## src/hw/rtl/assert_macros.svh

```systemverilog
// Assertion macros used by the top level of the matrix multiply unit.
`ifndef ASSERT_MACROS_SVH
`define ASSERT_MACROS_SVH

// Property must hold at every clock edge outside reset.
`define ASSERT_CLK(label, clk, rst, prop, msg) \
   label: assert property (@(posedge clk) disable iff (rst) (prop)) else $error(msg);

// Expression must never be true outside reset.
`define ASSERT_NEVER(label, clk, rst, expr, msg) \
   label: assert property (@(posedge clk) disable iff (rst) !(expr)) else $error(msg);

`endif

```

## src/hw/rtl/dmm_ram.sv

```systemverilog
// Generic single-write, single-read RAM with registered read data.
`timescale 1ns / 1ps
`default_nettype none

module dmm_ram #(
   parameter int WIDTH = 16,
   parameter int DEPTH = 64
) (
   input  logic                     clock,
   input  logic                     wr_en,
   input  logic [$clog2(DEPTH)-1:0] wr_addr,
   input  logic [WIDTH-1:0]         wr_data,
   input  logic                     rd_en,
   input  logic [$clog2(DEPTH)-1:0] rd_addr,
   output logic [WIDTH-1:0]         rd_data
);
   logic [WIDTH-1:0] mem_ff [DEPTH];
   logic [WIDTH-1:0] rd_data_ff;

   // write port and registered read port
   always_ff @(posedge clock) begin
      if (wr_en) begin
         mem_ff[wr_addr] <= wr_data;
      end
      if (rd_en) begin
         rd_data_ff <= mem_ff[rd_addr];
      end
   end

   assign rd_data = rd_data_ff;
endmodule

`default_nettype wire

```

## config.mk

```make
export PLATFORM = sky130hd
export DESIGN_NAME = dmm_ram
export DESIGN_NICKNAME = d
export VERILOG_FILES = /design/src/hw/rtl/assert_macros.svh /design/src/hw/rtl/dmm_ram.sv
export SDC_FILE = /design/constraint.sdc
export NUM_CORES = 1
export LEC_CHECK = 0
export BUFFER_PORTS_ARGS = -buffer_cell sky130_fd_sc_hd__buf_4
export CAP_MARGIN = 20
export CORE_MARGIN = 5
export CORE_UTILIZATION = 40
export DETAILED_ROUTE_END_ITERATION = 8
export HOLD_SLACK_MARGIN = 0.15
export SLEW_MARGIN = 15
export SYNTH_ARGS = -nofsm -noshare
export SYNTH_HDL_FRONTEND = slang
export SYNTH_SLANG_ARGS = --single-unit
export TNS_END_PERCENT = 100
```

## constraint.sdc

```tcl
create_clock -name clock -period 2.5 [get_ports clock]
set_input_delay 0.125 -clock clock [delete_from_list [all_inputs] [get_ports clock]]
set_output_delay 0.125 -clock clock [all_outputs]
set_load 0.1 [all_outputs]
```

Word-level counts from Yosys, hierarchy flattened
Memories as Yosys holds them, arrays and structs flattened. A register that Yosys moved wholly into a read port is not among the register bits. Index checks and enable logic that the tools add are counted.

Register bits: 0. Latch bits: 0. RAM bits: 1024. Memory bits (read-only): 0. Input port bits: 31. Output and inout port bits: 16. Logic and storage cells: 3. Memories kept: 1.

$add $sub $neg: 0. $mul: 0. Divide/modulo/power cells: 0. $lt $le $gt $ge: 0. Eq/ne operators: 0. Shifts and indexed selects: 0. Mux-type cells: 2. Bitwise operators: 0. Reductions and logical operators: 0.

Memories: mem_ff (words 64, width 16, read ports 1, clocked after memory_dff 1, write ports 1, line dmm_ram.sv:17) `logic [WIDTH-1:0] mem_ff [DEPTH];`.

Operator list (count): 1-bit two-way mux (2).

Depth between registers and ports, before layout
Gate-level depths: netlist (run 1).

Depth after elaboration: 2. Gate-level depth with buffers: 10. Mapped depth without buffers: 5.

Worst setup path before layout (run 1)
No wires, ideal clock.

Path kind: in2reg. From: input wr_addr[3]. To: memory mem_ff[48][0], enable pin. Setup time: 0.409 ns. Arrival time: 1.751 ns. Required time: 2.091 ns. Path slack: 0.340 ns. Stages: 4. Buffers on the path: 1. Path through: clkbuf_1 > nor2b_1 > nand4b_1 > nor3_1.

RTL lines: start, declared (line dmm_ram.sv:11) `input logic [$clog2(DEPTH)-1:0] wr_addr,`; end, declared (line dmm_ram.sv:17).

No word-level cell before the write port.

==> metrics list, run 1 <==
- The startpoint identified for the worst hold timing path is wr_addr[5].
- Cell family with most CP delay: multiplexers
- At the end of routability-driven placement, the weighted congestion stood at 0.8410.
* Area of the multi-input gates: ~8200 um^2
- Maximum level of the CTS H-tree: 3
- Root buffer cell: clkbuf_16
* Setup fix buffers added after clock tree synthesis: 0
* Pre-CTS WS: -158.9 ps
- PnR Total Power: around 37000 uW
- In this run the worst hold path is classified as in -> reg.
- The region available for standard cell placement spans between 100000 and 150000 um^2.
- The worst setup path is launched from a flip-flop.
* Initial detailed-routing violation count: between 1500 and 2000
- Unique masters post-synth: 42
- Area added between synthesis and finish: 16.34%
* Lkg Pwr: between 0.01 and 0.015 uW
- The die is ~330 um tall.
* Fraction of the yosys area taken by sequential cells: between 70% and 80%
* Number of buffers added on ports: 46
- Setup violations remaining at the end of the flow were counted as 0.
- The library cell used most frequently in the layout, excluding fill and tap cells, is edfxtp_1.
- The first detailed-routing pass took 5 iterations.
- Total buffers and inverters traversed by the critical path: 1
- Dominant combinational cell family by area after synthesis: multiplexers
- Power density of the placed cells: just under 800 nW/um^2
* Final worst slack: around 140 ps
- Number of hold-slack violations in the final timing report: 0
- RSZ-0062 raised after global routing: no
- Avg Cell Area, Syn: 21.98 um^2
- CTS buffer count: about 110
- Crit path largest cell delay: approximately 660 ps
- Clock-pin slew was measured on the worst setup and hold paths at approximately 60 ps.
- Final hold analysis gives a worst-case slack of 191.6 ps.
- Synthesized netlist cell count: 1829
* Top cell type's share of synthesized area: 77.68%
- After detailed routing, the total wire length is slightly below 100000 um.
- Max Transition Viols Final: 0
- For flop-to-flop paths, the worst setup slack is about 140 ps.
- CTS tree: done
- Area of the mapped netlist: roughly 40000 um^2
* Critical R2R Launch: mem_ff[61][13]$_DFFE_PP_
* Mapped Nets: ~1900
- The largest total area in the synthesized netlist belongs to edfxtp_1.
* Critical register-to-register path endpoint: rd_data[13]$_DFFE_PP_
- Setup total negative slack on the finished layout was measured at 0 ps.
- Mean number of vias per cell: around 5.6
- Cell area after placement: around 43000 um^2
* Slew Limit Headroom: around two fifths
- Minimum clock period: roughly 2400 ps
- Layout fillers: between 8000 and 9000
* Peak supply drop: about 0.48 mV
- Nets: 2125
* Routed wire per std cell: approximately 28 um
* Setup crit end kind: flip-flop
* Leading cell types in the layout, fill and taps excluded: edfxtp_1, mux4_2, buf_4
- Max_cap viols: 0
- Via count of the first global-routing pass: 20010
* Share of cells above drive strength 1: ~30%
- Global-route wire length before repair: approximately 140000 um
- Share of the cycle needed by the critical path after routing: between 90% and 100%
* Slowest CP cell: a221oi_1
- In the post-synthesis netlist, the biggest area contributors are edfxtp_1, mux4_2, mux2i_1.
- Number of top-level pins: 47
- Yosys warnings: 0
- Yosys reg bits: ~1000
- Depth of the worst register-to-register path: 5
* Outcome: finished, final reports clean
* Multiplexer area fraction after synthesis: 15.46%
- Adder-cell area share of the yosys netlist: 0%
- Counting instances, the worst hold path has a depth of 3.
- Synth Area in Simple Gates: under 10%
* Insertion delay of the later-clocked pin in the worst-skew pair: 660 ps
* Worst Path Required: about 2900 ps
- The synthesized design contains between 1000 and 1500 enable-type register cells.
- Initial Util: between 40% and 50%
- Area of the die: 106900 um^2
- Die X: roughly 330 um
- Timing would allow up to between 0.4 and 0.5 GHz.
- Of the total synthesized cell area, the portion taken by XOR and XNOR cells is 0%.
- Walking the worst path, the cells encountered are mux4_2 -> mux2_2 -> a221oi_1 -> buf_4 -> a311oi_1.
* GR Util All Layers: a little under a fifth
* Antenna violations before repair: 5
- Compound-Gate Fraction of Synth Area: approximately 2.4%
* Number of sinks driven by the clock tree: 1040
* Largest net degree at the start of global routing: 65
- For the pin with the worst max-slew slack, the measured transition is roughly 900 ps.
- Worst Path Max Fanout: 1
- For hold timing, the worst endpoint is mem_ff[49][10]$_DFFE_PP_.
- Kind of critical path: reg -> reg
* Share of async-settable or async-resettable flops after synthesis: 0%
* Count of unresolved DRC violations after routing: 0
* Post-DP HPWL: 59890 um
- Post-detailed-route count of antenna-violating nets: 0
- Count of instances resized after the clock tree is built: 0
* Number of rows in the core area: about 120
* Seq. cell area: between 30000 and 40000 um^2
- Data arrival time of the critical path: approximately 2700 ps
* Post-route cell area: roughly 47000 um^2
- Summing over every cut layer, the via total after detailed routing is roughly 20000.
* Clock Skew: about 19 ps
- Global route total overflow: 0
- Top_reg_cell synth: edfxtp_1
* Clk buf depth: 3
[flip-flops by register name, indices dropped and copies added (netlist names)]
register	cells
mem_ff	1024
rd_data	16
[repair_timing]
action,CTS,global route
endpoints found under the setup margin,0,0
hold buffers,23,0
hold endpoints to repair,1108,0
[cells by family after synthesis]
family / after synthesis
DFF: 1040
muxes: 336
AOI/OAI and AO/OA: 129
buffers and inverters: 104
and+or+nand+nor: 220
[layout make-up]
class,count,area share [%]
clock inverters,74,1.402
clock buffers,126,5.923
multi-input cells,685,17.64
diodes,1,0.005350
well taps,1298,3.472
repair buffers,260,4.789
flip-flops and latches,1040,66.77
[worst min-delay path: stages]
cell and delay [ps]:
buf_4 170, nand4_1 250, nor3_2 120
[worst max-delay path by stage]
| stage | start | endpoint | slack, ps | cells after the start |
|---|---|---|---|---|
| 6_report | mem_ff[61][13]$_DFFE_PP_ | rd_data[13]$_DFFE_PP_ | 140 | 5 |
| 5_1_grt | mem_ff[63][4]$_DFFE_PP_ | rd_data[4]$_DFFE_PP_ | 100 | 5 |
| 4_1_cts | mem_ff[63][4]$_DFFE_PP_ | rd_data[4]$_DFFE_PP_ | 140 | 5 |
| 3_5_place_dp | rd_addr[0] | rd_data[4]$_DFFE_PP_ | -160 | 8 |
| 3_3_place_gp | rd_addr[0] | rd_data[4]$_DFFE_PP_ | -180 | 8 |
| 2_1_floorplan | wr_addr[3] | mem_ff[48][0]$_DFFE_PP_ | 340 | 4 |
[where the power goes]
part           switching, uW  internal [uW]  total, uW  leakage [uW]
clock network           6500           8960      15500       0.00166
logic                   1360            784       2140       0.00397
registers               61.8          19300      19400       0.00937
total                   7910          29100      37000        0.0150
[per-layer routing]
metal  part of all wire [%]  track usage, %  vias up
met5                  0.042               0        -
met4                    2.6           4.960        6
met3                    7.5           3.546      148
met2                     49           29.79      795
met1                     41           25.07    10430
li1                       -               -     8243
[stage by stage]
step	cells	utilization [%]
2_1_floorplan	1829	-
3_5_place_dp	3260	43.11
6_report	3484	46.77
4_1_cts	3483	46.77
5_1_grt	3483	46.77
3_3_place_gp	3260	43.11
[cell usage after synthesis, types with 12 or more instances]
master and n:
a21oi_1 17, a221oi_1 16, a22oi_1 39, buf_2 36, buf_4 13, buf_6 17, clkbuf_1 24, edfxtp_1 1040
mux2_2 27, mux2i_1 85, mux4_2 220, nand2_1 59, nand3_1 24, nand4_1 12, nor2_1 72, nor2b_1 30
Power figures use the tool's default switching activity.
==> run 2, diff against run 1 <==
Settings changed: CELL_PAD_IN_SITES_DETAIL_PLACEMENT set to 0, CELL_PAD_IN_SITES_GLOBAL_PLACEMENT set to 2, CORE_MARGIN 5 to unset, PLACE_DENSITY_LB_ADDON set to 0.1.
==> run 2 against run 1 <==
Design area increased by 1.0%. Maximum frequency grew 1.1%. Sequential power about the same. Final cell count is 0.63% higher. Total power rose by 3.1%. Via count shrank 1.1%. Critical path depth rose by 1. Clock skew increased by 2.6 ps. Register-to-register slack better by 20 ps. Critical endpoint is now rd_data[1]$_DFFE_PP_. Non-clock buffer count grew 25. First-iteration DRC count down 9.8%. Highest routed layer unchanged.
==> metrics list, run 2 (synthesis gave the netlist of run 1 again) <==
* Number of top-level pins: 47 (unchanged)
* Number of rows in the core area: 115 (-0.86%)
* Cell Count, Final, Fillers Out: 3506 (+0.63%)
* Slew Limit Headroom: 35.82% (-5.0 points)
- The final-stage net count was 2154 (+1.4%).
- PnR Total Power: 38150 uW (+3.1%)
- Max_cap viols: 0 (unchanged)
* Root buffer cell: clkbuf_16
- The wire length the detailed router placed on met1 came to 47050 um (+18%).
- The number of clock sinks seen by CTS is 1040 (unchanged).
- The actual transition at the worst max-transition pin was 962.8 ps (+75.08 ps).
- Post-DP HPWL: 65430 um (+9.3%)
* Seq. cell area: 31230 um^2 (unchanged)
- The worst-case clock skew was 22.04 ps (+2.594 ps).
- Setup fix buffers added after clock tree synthesis: 0 (unchanged)
* Area of the die: 101800 um^2 (-4.8%)
- Hold Path Origin: wr_addr[0]
* Share of the cycle needed by the critical path after routing: 93.24% (-0.99 points)
* Reg with most FFs: mem_ff
- The final count of negative-setup-slack endpoints is 0 (unchanged).
- The startpoint identified for the worst register-to-register timing path is mem_ff[6][1]$_DFFE_PP_.
* Mean number of vias per cell: 5.535 (-1.7%)
- The library cell used most frequently in the layout, excluding fill and tap cells, is edfxtp_1.
- The detailed-router iteration count before antenna repair is 5 (unchanged).
- RePlAce Congestion: 0.7935 (-5.6%)
- Antenna violations before repair: 4 (-1)
* Max Transition Viols Final: 0 (unchanged)
- Area of the multi-input gates: 8249 um^2 (unchanged)
- The required time at the endpoint of the critical path was 2900 ps (+30 ps).
- Power density of the placed cells: 807.4 nW/um^2 (+2.1%)
- Post-detailed-route count of antenna-violating nets: 0 (unchanged)
* Final design utilization: 47.73% (+0.96 points)
* Maximum level of the CTS H-tree: 3 (unchanged)
- Routed wire per std cell: 30.48 um (+8.2%)
- The worst setup path is captured at a flip-flop.
- Number of buffers added on ports: 46 (unchanged)
- The worst hold path belongs to the class in -> reg.
- The number of cells on the worst hold path came to 3 (unchanged).
* Global route total overflow: 0 (unchanged)
- Worst Path Max Fanout: 1 (unchanged)
- Share of cells above drive strength 1: 30.37% (+0.76 points)
* Leading cell types in the layout, fill and taps excluded: edfxtp_1, buf_4, mux4_2
- STA classifies the critical path startpoint as a flip-flop.
- CTS buffer count: 111 (+3.7%)
* Cell total after placement: 3274 (+0.43%)
* Initial detailed-routing violation count: 1759 (-9.8%)
- The most critical setup path has its startpoint at mem_ff[6][1]$_DFFE_PP_.
- GR Util All Layers: 21.26% (+3.1 points)
- Minimum clock period: 2331 ps (-24.66 ps)
- Area added between synthesis and finish: 17.53%
* Fmax: 0.4290 GHz (+1.1%)
- The worst setup path is of the reg -> reg kind.
* Number of flip-flops under the largest register name: 1024 (unchanged)
* Number of hold-slack violations in the final timing report: 0 (unchanged)
* Total via count after detailed routing: 19400 (-1.1%)
- Lkg Pwr: 0.01525 uW (+1.7%)
* Vert. Die Dim: 319.0 um (-2.4%)
- The length of routed met2 wiring was 51610 um (+7.1%).
* Depth of the worst register-to-register path: 6 (+1)
- The routed length on met3 is 5127 um (-30%).
- RSZ-0062 raised after global routing: no
- The total wire length is 106900 um (+8.9%).
- The effective utilization at floorplan is 40.61% (+0.41 points).
* Largest net degree at the start of global routing: 65 (unchanged)
- Die X: 319.0 um (-2.4%)
- Highest metal layer used by the detailed router: met5
- Insertion delay of the later-clocked pin in the worst-skew pair: 700 ps (+40 ps)
* Count of unresolved DRC violations after routing: 0 (unchanged)
- The maximum count of clock buffers along a single path is 3 (unchanged).
* Core region area: 98990 um^2 (-1.0%)
- The data arrival time at the worst-slack endpoint was 2730 ps (about the same).
- Layout fillers: 8177 (+0.52%)
* Clock-pin transition on the worst setup and hold timing paths: 60 ps (about the same)
* CTS tree: done
- The flow ran to the end, and the final reports show no timing, DRC or antenna violations.
- Global-route wire length before repair: 152000 um (+7.0%)
- The worst IR drop on VDD came to 0.5376 mV (+13%).
- Via count of the first global-routing pass: 19920 (-0.42%)
==> run 2: changes by cell type in the layout (fill, tap and decap cells not counted), moves of 2 or more <==
cell        before  now
clkbuf_16      108  115
clkbuf_1        18   26
clkinv_1        28   25
inv_6            4    0
diode_2          1    3
buf_12          17   21
buf_4          217  238
bufinv_16       10   15
clkinvlp_4       9    1
==> run 2: area by class of cell <==
| type | instances | share of cell area, % |
|---|---|---|
| Timing Repair Buffer | 285 | 5.246 |
| Clock inverter | 65 | 1.478 |
| Antenna cell | 3 | 0.01589 |
| Clock buffer | 141 | 6.297 |
| Multi-Input combinational cell | 685 | 17.46 |
| Tap cell | 1287 | 3.408 |
| Sequential cell | 1040 | 66.10 |
==> run 2: repair_timing <==
item	CTS	global route
hold endpoints to repair	1150	0
setup endpoints to repair	0	0
hold buffers	23	0
resized for setup	0	0
==> run 2: report_power, final <==
| group | internal (uW) | switching, uW | total, uW |
|---|---|---|---|
| sequential | 19300 | 51.5 | 19400 |
| clock | 9910 | 6590 | 16500 |
| combinational | 811 | 1450 | 2260 |
| total | 30100 | 8080 | 38200 |
==> run 2: critical path, cell delays in order, from the launching register on <==
cell and delay (ps):
edfxtp_1 380, mux4_2 470, mux2i_1 230, buf_4 170, a22oi_1 120, a31oi_1 580
a311oi_1 110
==> run 2: per-layer routing <==
metal,vias up,track usage (%)
met3,148,4.020
li1,8305,-
met2,474,34.19
met5,-,0
met4,6,6.261
met1,10470,29.55
==> run 2: metrics by stage <==
stage | setup TNS (ps) | setup WS [ps] | hold WS, ps | area, um^2
after floorplan | 0 | 340.2 | 223.9 | 40200
after global placement | -765.0 | -307.8 | 557.8 | 43340
after detailed placement | -704.1 | -276.1 | 555.6 | 43340
after CTS | 0 | 200.1 | 171.5 | 47240
after global routing | 0 | 120.6 | 206.9 | 47240
final | 0 | 169.1 | 197.5 | 47250
==> run 2: final timing paths <==
path	endpoint	slack [ps]
hold / removal	mem_ff[51][11]$_DFFE_PP_	200
hold reg to reg	rd_data[0]$_DFFE_PP_	980
setup / recovery	rd_data[1]$_DFFE_PP_	170
setup reg to reg	rd_data[1]$_DFFE_PP_	170
