==> src/hw/rtl/assert_macros.svh <==
// Assertion macros used by the top level of the matrix multiply unit.
`ifndef ASSERT_MACROS_SVH
`define ASSERT_MACROS_SVH

// Property must hold at every clock edge outside reset.
`define ASSERT_CLK(label, clk, rst, prop, msg) \
   label: assert property (@(posedge clk) disable iff (rst) (prop)) else $error(msg);

// Expression must never be true outside reset.
`define ASSERT_NEVER(label, clk, rst, expr, msg) \
   label: assert property (@(posedge clk) disable iff (rst) !(expr)) else $error(msg);

`endif

==> src/hw/rtl/dmm_pkg.sv <==
// Shared types, constants and helpers of the dense matrix multiply unit.
`timescale 1ns / 1ps
`default_nettype none

package dmm_pkg;

   // Default parameter values
   localparam int DEF_MAX_DIM      = 8;
   localparam int DEF_ELEMENT_BITS = 16;

   // Fixed field widths
   localparam int DIM_BITS       = 4;
   localparam int IDX_BITS       = 3;
   localparam int ELEM_IN_BITS   = 16;
   localparam int VALUE_BITS     = 36;
   localparam int OP_BITS        = 2;
   localparam int CSR_INDEX_BITS = 2;
   localparam int CSR_DATA_BITS  = 4;

   // Size register reset value, before clamping
   localparam logic [DIM_BITS-1:0] SIZE_RESET = 4'd8;

   typedef enum logic [OP_BITS-1:0] {
      OP_LOAD_A  = 2'd0,
      OP_LOAD_B  = 2'd1,
      OP_COMPUTE = 2'd2
   } op_type;

   typedef enum logic [CSR_INDEX_BITS-1:0] {
      CSR_ROWS_M  = 2'd0,
      CSR_INNER_K = 2'd1,
      CSR_COLS_N  = 2'd2
   } csr_index_type;

   // Control token handed from cell to cell along with the A element
   typedef struct packed {
      logic                valid;
      logic                first;
      logic [DIM_BITS-1:0] k;
   } cell_ctrl_type;

   // Zero reads as one, anything above the array size as the array size
   function automatic logic [DIM_BITS-1:0] clamp_dim(input logic [DIM_BITS-1:0] v,
                                                     input int unsigned max_dim);
      logic [DIM_BITS-1:0] r;
      r = v;
      if (v == '0) begin
         r = DIM_BITS'(1);
      end else if (int'(v) > max_dim) begin
         r = DIM_BITS'(max_dim);
      end
      return r;
   endfunction

endpackage

`default_nettype wire

==> src/hw/rtl/dmm_ram.sv <==
// Generic single-write, single-read RAM with registered read data.
`timescale 1ns / 1ps
`default_nettype none

module dmm_ram #(
   parameter int WIDTH = 16,
   parameter int DEPTH = 64
) (
   input  logic                     clock,
   input  logic                     wr_en,
   input  logic [$clog2(DEPTH)-1:0] wr_addr,
   input  logic [WIDTH-1:0]         wr_data,
   input  logic                     rd_en,
   input  logic [$clog2(DEPTH)-1:0] rd_addr,
   output logic [WIDTH-1:0]         rd_data
);
   logic [WIDTH-1:0] mem_ff [DEPTH];
   logic [WIDTH-1:0] rd_data_ff;

   // write port and registered read port
   always_ff @(posedge clock) begin
      if (wr_en) begin
         mem_ff[wr_addr] <= wr_data;
      end
      if (rd_en) begin
         rd_data_ff <= mem_ff[rd_addr];
      end
   end

   assign rd_data = rd_data_ff;
endmodule

`default_nettype wire

==> src/hw/rtl/dmm_cell.sv <==
// One column cell: holds a column of B, multiplies the passing A element, accumulates.
`timescale 1ns / 1ps
`default_nettype none

module dmm_cell #(
   parameter int MAX_DIM      = dmm_pkg::DEF_MAX_DIM,
   parameter int ELEMENT_BITS = dmm_pkg::DEF_ELEMENT_BITS
) (
   input  logic                                  clock,
   input  logic                                  reset,
   // token chain from the left neighbor and to the right neighbor
   input  dmm_pkg::cell_ctrl_type                ctrl_in,
   input  logic signed [ELEMENT_BITS-1:0]        a_in,
   output dmm_pkg::cell_ctrl_type                ctrl_out,
   output logic signed [ELEMENT_BITS-1:0]        a_out,
   // B column load
   input  logic                                  b_wr_en,
   input  logic [dmm_pkg::IDX_BITS-1:0]          b_wr_addr,
   input  logic signed [ELEMENT_BITS-1:0]        b_wr_data,
   // result shift chain, moves toward cell zero
   input  logic                                  shift,
   input  logic signed [dmm_pkg::VALUE_BITS-1:0] acc_right_in,
   output logic signed [dmm_pkg::VALUE_BITS-1:0] acc_out
);
   import dmm_pkg::*;

   localparam int KW = $clog2(MAX_DIM);

   cell_ctrl_type                  ctrl_ff;
   logic signed [ELEMENT_BITS-1:0] a_ff;
   logic signed [ELEMENT_BITS-1:0] b_rd_data;
   logic signed [2*ELEMENT_BITS-1:0] mul_full;
   logic                           prod_valid_ff;
   logic                           prod_first_ff;
   logic signed [VALUE_BITS-1:0]   prod_ff;
   logic signed [VALUE_BITS-1:0]   acc_ff;
   logic signed [VALUE_BITS-1:0]   acc_in;

   // column k of B is read as the token arrives, data lines up with ctrl_ff
   dmm_ram #(
      .WIDTH(ELEMENT_BITS),
      .DEPTH(MAX_DIM)
   ) u_b_col (
      .clock   (clock),
      .wr_en   (b_wr_en),
      .wr_addr (KW'(b_wr_addr)),
      .wr_data (b_wr_data),
      .rd_en   (ctrl_in.valid),
      .rd_addr (KW'(ctrl_in.k)),
      .rd_data (b_rd_data)
   );

   assign mul_full = a_ff * b_rd_data;

   // accumulate, or shift results toward the output end
   always_comb begin
      priority if (shift) begin
         acc_in = acc_right_in;
      end else if (prod_valid_ff) begin
         acc_in = prod_first_ff ? prod_ff : acc_ff + prod_ff;
      end else begin
         acc_in = acc_ff;
      end
   end

   // control pipeline
   always_ff @(posedge clock) begin
      if (reset) begin
         ctrl_ff       <= '0;
         prod_valid_ff <= 1'b0;
         prod_first_ff <= 1'b0;
      end else begin
         ctrl_ff       <= ctrl_in;
         prod_valid_ff <= ctrl_ff.valid;
         prod_first_ff <= ctrl_ff.first;
      end
   end

   // data pipeline
   always_ff @(posedge clock) begin
      a_ff    <= a_in;
      prod_ff <= VALUE_BITS'(mul_full);
      acc_ff  <= acc_in;
   end

   assign ctrl_out = ctrl_ff;
   assign a_out    = a_ff;
   assign acc_out  = acc_ff;
endmodule

`default_nettype wire

==> config.mk <==
export PLATFORM = sky130hd
export DESIGN_NAME = dmm_cell
export DESIGN_NICKNAME = d
export VERILOG_FILES = /design/src/hw/rtl/assert_macros.svh /design/src/hw/rtl/dmm_pkg.sv /design/src/hw/rtl/dmm_ram.sv /design/src/hw/rtl/dmm_cell.sv
export SDC_FILE = /design/constraint.sdc
export NUM_CORES = 1
export LEC_CHECK = 0
export BUFFER_PORTS_ARGS = -buffer_cell sky130_fd_sc_hd__buf_4
export CAP_MARGIN = 5
export CORE_MARGIN = 3
export CORE_UTILIZATION = 35
export CTS_BUF_LIST = sky130_fd_sc_hd__clkbuf_4
export CTS_CLUSTER_DIAMETER = 200
export DETAILED_ROUTE_END_ITERATION = 12
export PLACE_DENSITY = 0.48
export SLEW_MARGIN = 30
export SYNTH_ARGS = -nofsm -noshare
export SYNTH_HDL_FRONTEND = slang
export SYNTH_SLANG_ARGS = --single-unit
export TNS_END_PERCENT = 5
==> constraint.sdc <==
create_clock -name clock -period 11.9 [get_ports clock]
set_clock_uncertainty 0.2 [all_clocks]
set_input_delay 0.595 -clock clock [delete_from_list [all_inputs] [get_ports clock]]
set_output_delay 0.595 -clock clock [all_outputs]
set_load 0.03 [all_outputs]
* Yosys cells after proc, flatten, opt, wreduce, memory -nomap -nowiden
Memory sizes are Yosys's and may differ from the RTL's. A register that Yosys moved wholly into a read port is not among the register bits. Cells that the tools add are included.
Cells by class: add/sub/neg operators 1, multiply operators 1, mux-type cells 5, reductions and logical operators 1
Operators with widths (count):
- 2-to-1 mux 36 bit | 3
- adder 36 x 32 -> 36 bit | 1
- multiplier 16 x 16 -> 32 bit | 1
- 2-to-1 mux 1 bit | 2
- nonzero test 2 bit | 1
Storage, ports and cells: register bits after elaboration 92, memory bits (writable) 128, input port bits 81, memories 1
Memory list:
- u_b_col.mem_ff | words 8, bits a word 16, read ports 1, clocked after memory_dff 1, wr ports 1, RTL line dmm_ram.sv:17 | logic [WIDTH-1:0] mem_ff [DEPTH];

* Depth between registers and ports, before layout
Gate-level depths: netlist of the first run.
depth in word-level cells 4, mapped depth 25, gate-level depth less buffers 24

* Cells and area by module
A second synthesis of the first run with hierarchy kept.
Unflattened totals: cells, all modules 1744, area, all modules 19907.8 um2
Modules (own cells, without submodules):
- dmm_cell | instances 1, cells each 1530, area each 14453.9 um2
- dmm_ram | instances 1, cells each 214, area each 5454.0 um2

* Least setup slack after synthesis of the first run
No wires, ideal clock.
path type register -> register, start point register a_ff[7], in the netlist a_out[7], end point register prod_ff[30], setup time 0.072 ns, arrival time 6.143 ns, required time 11.628 ns, path slack 5.486 ns, stages on the path, launching flop included 25, clock period less this slack 6.414 ns, cells stage by stage dfxtp_1 > clkbuf_1 > nand2_1 > fa_1 > inv_1 > fa_1 > inv_1 > fa_1 > inv_1 > fa_1 > fa_1 > inv_1 > fa_1 > inv_1 > ha_1 > and2_1 > o211ai_1 > or4b_1 > o211a_2 > a21oi_4 > a21oi_2 > a211oi_2 > nand3b_1 > o311a_1 > xor2_1
On the way: longest elaborated chain between the ends 1
RTL lines:
- start: declaration | RTL line dmm_cell.sv:30 | logic signed [ELEMENT_BITS-1:0] a_ff;
- start signal: assignment | RTL line dmm_cell.sv:81 | a_ff <= a_in;
- multiplier 16 x 16 -> 32 bit | RTL line dmm_cell.sv:53 | assign mul_full = a_ff * b_rd_data;
- named net mul_full[30] | RTL line dmm_cell.sv:32 | logic signed [2*ELEMENT_BITS-1:0] mul_full;
- end signal: assignment | RTL line dmm_cell.sv:82 | prod_ff <= VALUE_BITS'(mul_full);
- end: declaration | RTL line dmm_cell.sv:35 | logic signed [VALUE_BITS-1:0] prod_ff;
The timed path passes the listed nets, and every way through them passes these cells. A chain may end at the register's enable or synchronous reset.

* Final worst setup path of the first run
Ends and elaborated chain as after synthesis.

==> metrics.log, run 1 <==
[metrics] status: complete, no violations
[metrics] crit-path cells: nand2_1 > fa_1 > inv_1 > fa_1 > inv_1 > fa_1 > inv_1 > fa_1 > fa_1 > inv_1 > fa_1 > inv_1 > ha_1 > and2_1 > o211ai_1 > or4b_1 > o211a_2 > a21oi_4 > a21oi_2 > a211oi_2 > nand3b_1 > o311a_1 > xor2_1
[metrics] total CTS buffers: 69
[metrics] ratio of cells with drive above 1 in the final layout: 0.1680
[metrics] placeable core region: 55630 um2
[metrics] largest net degree at the start of global routing: 69
[metrics] worst setup path startpoint: a_out[7]
[metrics] relative area change from synthesis to final layout: 17.94%
[metrics] syn avg cell area: 11.16 um2
[metrics] Worst path slowest cell: dfxtp_1
[metrics] Bufs and invs on worst path: 5
[metrics] unrepaired setup endpoints after global routing: false
[metrics] effective utilization at floorplan: 0.3573
[metrics] crit path max fanout: 17
[metrics] distinct cell type count after synthesis: 62
[metrics] GRT Util Overall: 0.1682
[metrics] area of the die: 59690 um2
[metrics] final-stage net count: 2481
[metrics] # DRC: 0
[metrics] horizontal extent of the die: 244.3 um
[metrics] antenna viol nets, final: 0
[metrics] setup slack on the worst flop-to-flop path: 5090 ps
[metrics] Yosys warning total: 0
[metrics] kind of critical path: reg -> reg
[metrics] number of failing hold endpoints at the final stage: 0
[metrics] Final Cycle Share: 0.5724
[metrics] reg-to-reg critical path startpoint: a_out[7]
[metrics] most area-hungry cell type in the Yosys netlist: edfxtp_1
[metrics] via density per instance: 4.669
[metrics] CTS tree: yes
[metrics] Critical path destination: prod_ff[30]
[metrics] Hold/Removal Path Class: in -> reg
[metrics] max-slew headroom at the worst pin: 0.4522
[metrics] Num Clock Sinks: 236
[metrics] die height: 244.3 um
[metrics] depth of the worst register-to-register path: 23
[metrics] Crit. path cell count: 23
[metrics] Avg WL per Cell: 16.92 um
[metrics] GRT Residual Overflow: 0
[metrics] setup-violating endpoint count in the final report: 0
[metrics] number of detailed-routing iterations run before antenna repair: 5
[metrics] initial antenna violation count: 3
[metrics] Final GP Congestion: 0.8236
[metrics] post-route setup TNS: 0 ps
[metrics] maximum buffer depth of the clock tree: 3
[metrics] number of synthesized flops with an enable pin: 180
[metrics] reported max-cap violation count: 0
[metrics] data required time at the worst endpoint: 12410 ps
[metrics] Final Max Slew Viols: 0
[metrics] main flop type after synthesis: edfxtp_1
[metrics] Final HPWL DP: 35.93 mm
[metrics] post-layout min period: 6811 ps
[metrics] achievable frequency: 146.8 MHz
[metrics] cell occurring most often along the worst timing path: fa_1
[metrics] Syn Nets: 2242
[metrics] number of global-route vias before repair: 14833
[metrics] reg-to-reg critical path endpoint: prod_ff[30]
[metrics] critical path arrival: 7320 ps
[metrics] fill cell instance count of the final layout: 5402
[metrics] number of buffer cells added on primary ports: 138
[metrics] Seq/Total Area, Yosys: 0.3283
[metrics] delay of the slowest cell on the worst path: 830 ps
[metrics] clock-pin slew of the registers on the worst-case setup and hold paths: 60 ps
[metrics] clock root cell: clkbuf_4
[metrics] Slew @ Worst Pin: 820.6 ps
[metrics] clock network latency to the later pin of the worst-skew pair: 770 ps
[metrics] area of the mapped netlist: 19880 um2
[metrics] crit start category: register
[metrics] area taken by flip-flops and latches: 6528 um2
[metrics] cell family with the largest share of critical-path delay: adder cells
[metrics] post-CTS repair timing setup buffer count: 0
[metrics] vias after detailed routing: 13176
[metrics] wire length of the first global-routing pass: 78.98 mm
[metrics] post-synthesis async set-or-reset flop share: 0
[metrics] number of core rows: 86
[metrics] Multi-input gate area: 12020 um2
[metrics] number of top-level pins: 139
[metrics] Post-Syn Instances: 1781
[metrics] Total Wirelength: 47.74 mm
[metrics] count of routing violations after the opening detailed-route iteration: 487
[metrics] flop and latch count out of synthesis: 236
[metrics] share of Yosys cell area claimed by the top area cell type: 0.2719
[metrics] H-tree depth reported by CTS: 3
[metrics] Setup crit end kind: register
[metrics] top area cells in the synthesized netlist: edfxtp_1 (27%), fa_1 (26%), ha_1 (7.4%)
[state kept, by name, summed over array words and instances, names as in the netlist]
signal,count
prod_ff,32
u_b_col.rd_data,16
ctrl_out,6
prod_valid_ff,1
prod_first_ff,1
u_b_col.mem_ff,128
acc_out,36
a_out,16
[cell families (layout without fill, tap and decap cells)]
family	count (synthesis)	in the layout	synth area share
buffers and inverters	373	664	0.07043
multiplexers	68	68	0.05646
other	0	2	0
XOR/XNOR	60	60	0.02643
AND/OR/NAND/NOR	456	456	0.1129
AO/OA/AOI/OAI	208	208	0.06703
flip-flops	236	236	0.3283
adder cells (fa/ha/maj)	380	380	0.3385
[synth_stat cells, types with 3 or more instances]
cell type  number
o211ai_1       12
nand2b_1       17
inv_1         318
xnor2_1        37
o21ai_0        54
a31oi_1         4
o21ai_1         3
mux4_2         32
xor2_1         23
mux2_2         33
nand2_1       182
nor3_1         14
o21a_1         20
nand4_1         6
o31ai_1         3
nand3_1        11
mux2i_1         3
and3_1          9
nor2_1         59
a21oi_1        56
or2_2           6
a211oi_1       13
buf_1           6
nor2b_1        14
and2_1        124
edfxtp_1      180
ha_1          117
a21o_1         17
a211oi_2        4
clkbuf_1       49
fa_1          263
dfxtp_1        56
nor3b_1         3
[placed cells by master (no fill, tap or decap), types with 4 or more instances in the layout]
cell type / n
fa_1: 263
edfxtp_1: 180
xnor2_1: 37
or2_2: 5
nor2_4: 6
and3_1: 9
a211oi_2: 4
nor2_1: 53
nand2_1: 182
ha_1: 117
clkbuf_4: 104
a31oi_1: 4
nand3_1: 11
xor2_1: 23
o21ai_0: 54
buf_4: 142
mux4_2: 32
nand4_1: 6
a21o_1: 17
nand2b_1: 17
inv_1: 318
dlygate4sd3_1: 78
nor2b_1: 14
and2_1: 124
a211oi_1: 13
o21a_1: 20
clkinv_1: 13
mux2_2: 33
nor3_1: 12
o211ai_1: 12
a21oi_1: 56
dfxtp_1: 55
[per-stage QoR]
stage	instance area, um2	util	hold WS (ps)	setup WS [ps]	std cells
after floorplan	19880	-	324.8	5486	1781
final	23450	0.4214	163.0	5089	2822
after detailed placement	21780	0.3915	265.0	5074	2619
after global placement	21710	0.3903	269.3	5208	2616
after global routing	23440	0.4214	90.90	4753	2821
after CTS	23440	0.4213	49.36	5057	2820
[final cells by class]
cell class,instances,share of cell area
clock inverter,19,0.004056
timing repair buffer,223,0.08037
clock buffer,104,0.03330
inverter,318,0.05091
sequential,236,0.2784
antenna,2,0.0002135
tap,748,0.03992
multi-input combinational,1172,0.5128
[worst min path at each step]
stage / startpoint / endpoint / cells after the start
global placement: ctrl_out[4] / prod_first_ff / 1
finish: shift / acc_out[28] / 2
global route: shift / acc_out[8] / 2
CTS: shift / acc_out[8] / 2
floorplan: u_b_col.rd_data[0] / prod_ff[0] / 1
detailed placement: ctrl_out[4] / prod_first_ff / 1
[worst reg2reg max path, cell delays in order (launching register included)]
cell	delay [ps]
dfxtp_1	830
nand2_1	180
fa_1	560
inv_1	50
fa_1	490
inv_1	60
fa_1	530
inv_1	50
fa_1	450
fa_1	490
inv_1	50
fa_1	470
inv_1	40
ha_1	340
and2_1	160
o211ai_1	110
or4b_1	500
o211a_2	180
a21oi_4	220
a21oi_2	100
a211oi_2	210
nand3b_1	130
o311a_1	170
xor2_1	170
[what timing repair did]
item / CTS / global route
hold buffers: 78 / 0
hold endpoints to repair: 215 / 0
resized for setup: 0 / 0
[layer usage]
metal / up-vias / global-route usage / part of all wire
li1: 6319 / - / -
met1: 6513 / 0.2208 / 0.47
met2: 261 / 0.2797 / 0.46
met3: 81 / 0.03586 / 0.046
met4: 2 / 0.05119 / 0.024
met5: - / 0 / 0.00027
Power of run 1 is left out: the tool's default activity adds up to more than one toggle a clock period on the data nets, which glitch-free logic cannot reach.
==> run 2: changes to the inputs <==
--- a/config.mk
+++ b/config.mk
@@ -5,6 +5,7 @@
 export SDC_FILE = /design/constraint.sdc
 export NUM_CORES = 1
 export LEC_CHECK = 0
+export ABC_AREA = 1
 export BUFFER_PORTS_ARGS = -buffer_cell sky130_fd_sc_hd__buf_4
 export CAP_MARGIN = 5
 export CORE_MARGIN = 3
@@ -12,7 +13,7 @@
 export CTS_BUF_LIST = sky130_fd_sc_hd__clkbuf_4
 export CTS_CLUSTER_DIAMETER = 200
 export DETAILED_ROUTE_END_ITERATION = 12
-export PLACE_DENSITY = 0.48
+export PLACE_DENSITY = 0.5
 export SLEW_MARGIN = 30
 export SYNTH_ARGS = -nofsm -noshare
 export SYNTH_HDL_FRONTEND = slang
==> constraint.sdc (replaced) <==
create_clock -name clock -period 5.7 [get_ports clock]
set_clock_uncertainty 0.2 [all_clocks]
set_input_delay 0.285 -clock clock [delete_from_list [all_inputs] [get_ports clock]]
set_output_delay 0.285 -clock clock [all_outputs]
set_load 0.03 [all_outputs]
==> run 2 against run 1 <==
Against the previous run: hold slack worse by 62 ps; final area up 15%; worst setup slack worse by 5000 ps.
==> metrics.log, run 2 <==
[metrics] most common library cell in the layout ignoring fill and taps: inv_1
[metrics] Setup crit end kind: register
[metrics] clock root cell: clkbuf_4
[metrics] number of buffer cells added on primary ports: 138 (unchanged)
[metrics] via density per instance: 4.672 (about the same)
[metrics] largest net degree at the start of global routing: 66 (-4.3%)
[metrics] area of the die: 63920 um2 (+7.1%)
[metrics] most area-hungry cell type in the Yosys netlist: edfxtp_1
[metrics] critical path arrival: 6110 ps (-1210 ps)
[metrics] Syn Nets: 2973 (+33%)
[metrics] number of global-route vias before repair: 18410 (+24%)
[metrics] placeable core region: 59690 um2 (+7.3%)
[metrics] leading cell types in the layout, fill and taps excluded: inv_1 (548), nand2_1 (546), nor2_1 (256), fa_1 (256), buf_4 (235)
[metrics] area of the mapped netlist: 21320 um2 (+7.3%)
[metrics] main flop type after synthesis: edfxtp_1
[metrics] unrepaired setup endpoints after global routing: true
[metrics] CTS tree: yes
[metrics] largest family of logic cells by synthesized area: adder cells
[metrics] parity-gate share of the synthesized area counting xor and xnor cells: 0.01807 (-0.008363)
[metrics] Slew @ Worst Pin: 773.8 ps (-46.75 ps)
[metrics] number of failing hold endpoints at the final stage: 0 (unchanged)
[metrics] clock network latency to the later pin of the worst-skew pair: 790 ps (+20 ps)
[metrics] relative area change from synthesis to final layout: 26.17%
[metrics] delay of the slowest cell on the worst path: 580 ps (-250 ps)
[metrics] Post-Syn Instances: 2512 (+41%)
[metrics] number of core rows: 89 (+3.5%)
[metrics] crit start category: register
[metrics] Hold/Removal Path Class: in -> reg
[metrics] final worst hold slack: 100.7 ps (-62.32 ps)
[metrics] number of detailed-routing iterations run before antenna repair: 6 (+1)
[metrics] Total Wirelength: 59.79 mm (+25%)
[metrics] Simple-Gate Fraction of Synth Area: 0.1727 (+0.05983)
[metrics] Final HPWL DP: 46.00 mm (+28%)
[metrics] data required time at the worst endpoint: 6200 ps (-6210 ps)
[metrics] share of Yosys cell area claimed by the top area cell type: 0.2535 (-0.01843)
[metrics] number of top-level pins: 139 (unchanged)
[metrics] vias after detailed routing: 17477 (+33%)
[metrics] maximum buffer depth of the clock tree: 3 (unchanged)
[metrics] Worst path slowest cell: fa_1
[metrics] GRT Residual Overflow: 0 (unchanged)
[metrics] list of most frequent post-synthesis cells: nand2_1 (556), inv_1 (554), fa_1 (263)
[metrics] setup-violating endpoint count in the final report: 0 (unchanged)
[metrics] horizontal extent of the die: 252.8 um (+3.5%)
[metrics] cell occurring most often along the worst timing path: fa_1
[metrics] initial antenna violation count: 2 (-1)
[metrics] total CTS buffers: 71 (+2.9%)
[metrics] area fraction in compound gates after synthesis: 0.07235 (+0.005315)
[metrics] Seq/Total Area, Yosys: 0.3060 (-0.02225)
[metrics] H-tree depth reported by CTS: 3 (unchanged)
[metrics] distinct cell type count after synthesis: 42 (-32%)
[metrics] Num Clock Sinks: 236 (unchanged)
[metrics] top area cells in the synthesized netlist: edfxtp_1 (25%), fa_1 (25%), nand2_1 (9.8%)
[metrics] Yosys warning total: 0 (unchanged)
[metrics] crit-path cells: inv_4 > buf_12 > or2_4 > fa_1 > fa_1 > fa_1 > fa_1 > fa_1 > fa_1 > inv_2 > ha_4 > nand2_4 > inv_2 > nand2_2 > nor3_4 > nand4_1 > nand3_2 > nand2_2 > nand2_2 > buf_4 > xor2_1
[metrics] Final Cycle Share: 0.9831 (+0.4108)
[metrics] GRT Util Overall: 0.1930 (+0.02473)
[metrics] Final Max Slew Viols: 0 (unchanged)
[metrics] adder-cell share of the synthesized area: 0.3156 (-0.02294)
[metrics] post-synthesis async set-or-reset flop share: 0 (unchanged)
[metrics] post-layout min period: 5604 ps (-1207 ps)
[metrics] crit path max fanout: 12 (-5)
[metrics] # DRC: 0 (unchanged)
[metrics] wire length of the first global-routing pass: 96.99 mm (+23%)
[metrics] multiplexer share of the synthesized area: 0 (-0.05646)
[metrics] flop and latch count out of synthesis: 236 (unchanged)
[metrics] status: complete, no violations
[metrics] number of synthesized flops with an enable pin: 180 (unchanged)
[metrics] reported max-cap violation count: 0 (unchanged)
[metrics] Avg WL per Cell: 15.98 um (-5.5%)
[metrics] dominant cell by count in the synthesized netlist: nand2_1
[metrics] die height: 252.8 um (+3.5%)
[metrics] ratio of cells with drive above 1 in the final layout: 0.1518 (-0.01618)
[metrics] final-stage net count: 3376 (+36%)
[metrics] number of flip-flops under the largest register name: 128 (unchanged)
[metrics] effective utilization at floorplan: 0.3573 (about the same)
[metrics] count of routing violations after the opening detailed-route iteration: 967 (+99%)
[metrics] Largest Register: u_b_col.mem_ff
[metrics] antenna viol nets, final: 0 (unchanged)
[metrics] kind of critical path: reg -> reg
[metrics] achievable frequency: 178.4 MHz (+22%)
[metrics] Final GP Congestion: 0.8878 (+7.8%)
[metrics] syn avg cell area: 8.489 um2 (-24%)
[metrics] max-slew headroom at the worst pin: 0.4835 (+0.03135)
[metrics] clock-pin slew of the registers on the worst-case setup and hold paths: 60 ps (about the same)
[run 2: cell count changes in the layout (fill, tap and decap cells not counted), moves of 93 or more]
cell	previous run	this run
and2_1	124	0
nor2_1	53	256
nand2_1	182	546
buf_4	142	235
inv_1	318	548
dlygate4sd3_1	78	174
[run 2: cell type report]
type	count	area, um2
fillers	5921	32780
well taps	773	967.2
clock inverters	25	125.1
flip-flops and latches	236	6538
clock buffers	98	735.7
repair buffers	424	3771
diodes	3	7.507
inverters	554	2082
multi-input cells	1628	12680
[run 2: path summary, 6_finish.rpt]
check	start	endpoint	slack (ps)	depth (start not counted)
setup reg to reg	u_b_col.rd_data[15]	prod_ff[25]	100	21
setup / recovery	u_b_col.rd_data[15]	prod_ff[25]	100	21
hold reg to reg	ctrl_out[4]	prod_first_ff	240	2
hold / removal	b_wr_data[1]	u_b_col.mem_ff[2][1]	100	2
[run 2: cells by family (layout without fill, tap and decap cells)]
| family | count (synthesis) | in the layout |
|---|---|---|
| buf+inv | 648 | 1101 |
| compound gates | 278 | 278 |
| flops | 236 | 236 |
| fa+ha+maj | 380 | 380 |
| simple gates | 926 | 926 |
| other cells | 0 | 3 |
| xor+xnor | 44 | 44 |
[run 2: per-stage QoR]
step	setup TNS (ps)	setup slack, ps	utilization	instance area [um2]	cells
2_1_floorplan	-76.55	-36.75	-	21330	2512
3_3_place_gp	-113.4	-64.22	0.3987	23800	3423
3_5_place_dp	-186.0	-66.24	0.3987	23800	3423
4_1_cts	-11.18	-8.598	0.4430	26440	3723
5_1_grt	-1324	-170.5	0.4508	26900	3741
6_report	0	96.09	0.4508	26900	3741
[run 2: metal layers]
layer	part of all wire	vias up	GRT usage
met2	0.48	406	0.3262
met1	0.45	8420	0.2518
met4	0.027	0	0.06311
li1	-	8543	-
met3	0.047	108	0.03400
met5	0	-	0
[run 2: worst max-delay path, delay by kind of cell, from the launching register on]
family | cells | cell delay [ps]
flops | 1 | 380
fa+ha+maj | 7 | 3390
simple gates | 8 | 970
xor+xnor | 1 | 130
buf+inv | 5 | 450
[run 2: what timing repair did]
| item | 4_1_cts | 5_1_grt |
|---|---|---|
| endpoints found under the setup margin | 8 | 16 |
| hold buffers | 174 | 0 |
| pin swaps | 2 | 25 |
| hold endpoints to repair | 345 | 0 |
| cloned | 0 | 0 |
| resized for setup | 9 | 80 |
| buffers inserted | 3 | 15 |
Power of run 2 is left out for the same reason.
==> run 3: changes to the inputs <==
--- a/config.mk
+++ b/config.mk
@@ -13,7 +13,7 @@
 export CTS_BUF_LIST = sky130_fd_sc_hd__clkbuf_4
 export CTS_CLUSTER_DIAMETER = 200
 export DETAILED_ROUTE_END_ITERATION = 12
-export PLACE_DENSITY = 0.5
+export PLACE_DENSITY = 0.48
 export SLEW_MARGIN = 30
 export SYNTH_ARGS = -nofsm -noshare
 export SYNTH_HDL_FRONTEND = slang
==> constraint.sdc (replaced) <==
create_clock -name clock -period 5.5 [get_ports clock]
set_clock_uncertainty 0.2 [all_clocks]
set_input_delay 0.275 -clock clock [delete_from_list [all_inputs] [get_ports clock]]
set_output_delay 0.275 -clock clock [all_outputs]
set_load 0.03 [all_outputs]
==> run 3 against run 2 <==
Against the previous run: the flow now finishes with violations (negative setup slack); worst setup slack worse by 110 ps; global-route usage up 0.42 points; hold slack improved by 21 ps; flip-flop and latch count is the same; fmax is 1.7% higher; highest routed layer unchanged; critical endpoint is now prod_ff[31]; critical path depth did not move; largest cell class unchanged; sequential share of layout area down 0.41 points.
==> metrics.log, run 3 (synthesis results as in run 2) <==
[metrics] crit path max fanout: 6 (-6)
[metrics] post-route setup TNS: -9.211 ps (-9.211 ps)
[metrics] Final HPWL DP: 46.78 mm (+1.7%)
[metrics] leading cell types in the layout, fill and taps excluded: inv_1 (549), nand2_1 (539), buf_4 (282), nor2_1 (256), fa_1 (254)
[metrics] Setup crit end kind: register
[metrics] unrepaired setup endpoints after global routing: true
[metrics] depth of the worst register-to-register path: 21 (unchanged)
[metrics] Crit. path cell count: 21 (unchanged)
[metrics] die height: 252.8 um (unchanged)
[metrics] data required time at the worst endpoint: 5940 ps (-260 ps)
[metrics] Avg WL per Cell: 16.08 um (+0.63%)
[metrics] hold path depth: 2 (unchanged)
[metrics] number of top-level pins: 139 (unchanged)
[metrics] wire length of the first global-routing pass: 99.38 mm (+2.5%)
[metrics] setup slack on the worst flop-to-flop path: -9 ps (-110 ps)
[metrics] number of failing hold endpoints at the final stage: 0 (unchanged)
[metrics] crit start category: register
[metrics] clock-pin slew of the registers on the worst-case setup and hold paths: 60 ps (about the same)
[metrics] DRT met1 WL: 27.88 mm (+3.9%)
[metrics] highest metal layer with signal wires: met4
[metrics] largest net degree at the start of global routing: 66 (unchanged)
[metrics] reported max-cap violation count: 0 (unchanged)
[metrics] number of flip-flops under the largest register name: 128 (unchanged)
[metrics] worst hold start: b_wr_data[4]
[metrics] routed length on met3: 2.292 mm (-18%)
[metrics] effective utilization at floorplan: 0.3573 (unchanged)
[metrics] count of routing violations after the opening detailed-route iteration: 916 (-5.3%)
[metrics] reg-to-reg critical path endpoint: prod_ff[31]
[metrics] length of routed met2 wiring: 29.06 mm (+1.8%)
[metrics] max-slew headroom at the worst pin: 0.5137 (+0.03015)
[metrics] GRT Residual Overflow: 0 (unchanged)
[metrics] ratio of cells with drive above 1 in the final layout: 0.1737 (+0.02191)
[metrics] setup-violating endpoint count in the final report: 1 (+1)
[metrics] area of the die: 63920 um2 (unchanged)
[metrics] CTS tree: yes
[metrics] clock root cell: clkbuf_4
[metrics] relative area change from synthesis to final layout: 28.88%
[metrics] reg-to-reg critical path startpoint: u_b_col.rd_data[2]
[metrics] GRT Util Overall: 0.1972 (+0.004245)
[metrics] clock network latency to the later pin of the worst-skew pair: 810 ps (+20 ps)
[metrics] delay of the slowest cell on the worst path: 660 ps (+80 ps)
[metrics] cell occurring most often along the worst timing path: nand2_1
[metrics] Final Cycle Share: 1.002 (+0.01853)
[metrics] Worst path slowest cell: fa_2
[metrics] post-layout min period: 5509 ps (-94.69 ps)
[metrics] total CTS buffers: 69 (-2.8%)
[metrics] maximum buffer depth of the clock tree: 3 (unchanged)
[metrics] Final Max Slew Viols: 0 (unchanged)
[metrics] number of detailed-routing iterations run before antenna repair: 5 (-1)
[metrics] achievable frequency: 181.5 MHz (+1.7%)
[metrics] number of core rows: 89 (unchanged)
[metrics] Slew @ Worst Pin: 728.7 ps (-45.17 ps)
[metrics] crit-path cells: buf_6 > nand2_1 > inv_2 > fa_2 > fa_2 > buf_4 > fa_1 > inv_1 > fa_1 > inv_1 > fa_1 > fa_1 > ha_4 > buf_4 > nand2_1 > nor2_4 > nand2_1 > nor3_1 > nand2_1 > nand4_1 > nand2_1
[metrics] cell family with the largest share of critical-path delay: adder cells
[metrics] Hold/Removal Path Class: in -> reg
[metrics] crit path setup slack, layout: -9.211 ps (-105.3 ps)
[metrics] # DRC: 0 (unchanged)
[metrics] vias after detailed routing: 17602 (+0.72%)
[metrics] Largest Register: u_b_col.mem_ff
[metrics] Num Clock Sinks: 236 (unchanged)
[metrics] most common library cell in the layout ignoring fill and taps: inv_1
[metrics] placeable core region: 59690 um2 (unchanged)
[metrics] fill cell instance count of the final layout: 5897 (-0.41%)
[metrics] status: complete, but fails checks
[metrics] initial antenna violation count: 2 (unchanged)
[metrics] Final GP Congestion: 0.8656 (-2.5%)
[metrics] Bufs and invs on worst path: 6 (+1)
[metrics] critical path arrival: 5950 ps (-160 ps)
[metrics] number of buffer cells added on primary ports: 138 (unchanged)
[metrics] endpoint of the worst hold path: u_b_col.mem_ff[5][4]
[metrics] Total Wirelength: 60.99 mm (+2.0%)
[metrics] antenna viol nets, final: 0 (unchanged)
[metrics] final-stage net count: 3428 (+1.5%)
[metrics] kind of critical path: reg -> reg
[metrics] horizontal extent of the die: 252.8 um (unchanged)
[metrics] H-tree depth reported by CTS: 3 (unchanged)
[metrics] number of global-route vias before repair: 18930 (+2.8%)
[metrics] violated checks: negative setup slack
[metrics] via density per instance: 4.642 (-0.64%)
==> run 3: cell types whose count changed in the layout (fill, tap and decap cells not counted), sizes merged <==
cell	previous run	this run
bufinv	0	1
clkbuf	98	100
diode	3	2
dlygate4sd3	174	177
inv	558	556
buf	250	301
clkinv	19	16
==> run 3: per-layer routing <==
metal  vias to the layer above  global-route usage
li1                       8628                   -
met1                      8512              0.2611
met2                       346              0.3324
met3                       116             0.02763
met4                         0             0.06871
met5                         -                   0
==> run 3: area by class of cell <==
| class | count | area (um2) | area share |
|---|---|---|---|
| diodes | 2 | 5.005 | 0.0001821 |
| clock buffers | 100 | 750.7 | 0.02732 |
| clock inverters | 21 | 118.9 | 0.004325 |
| inverters | 554 | 2079 | 0.07567 |
| multi-input cells | 1628 | 12810 | 0.4660 |
| flip-flops and latches | 236 | 6565 | 0.2389 |
| well taps | 773 | 967.2 | 0.03519 |
| repair buffers | 478 | 4190 | 0.1525 |
==> run 3: how the worst max path moves through the flow <==
stage | startpoint | end | slack, ps
2_1_floorplan | a_out[12] | prod_ff[29] | -50
3_3_place_gp | u_b_col.rd_data[7] | prod_ff[30] | -200
3_5_place_dp | u_b_col.rd_data[1] | prod_ff[30] | -300
4_1_cts | u_b_col.rd_data[15] | prod_ff[29] | -50
5_1_grt | u_b_col.rd_data[15] | prod_ff[31] | -270
6_report | u_b_col.rd_data[2] | prod_ff[31] | -9
==> run 3: what timing repair did <==
item	in CTS	in global routing
gates resized for setup	64	51
hold buffers	177	0
setup endpoints to repair	15	19
pin swaps	30	28
hold endpoints to repair	344	0
buffers inserted	11	5
==> run 3: per-stage QoR <==
step	instance area, um2	util	setup WS [ps]	hold WS (ps)	std cells
after floorplan	21360	-	-52.31	102.7	2512
after global placement	24180	0.4052	-202.4	179.3	3476
after detailed placement	24180	0.4052	-299.6	180.6	3476
after CTS	27230	0.4561	-50.79	0.3705	3785
after global routing	27480	0.4604	-268.5	25.24	3792
final	27480	0.4604	-9.211	121.4	3792
Power of run 3 is left out for the same reason.
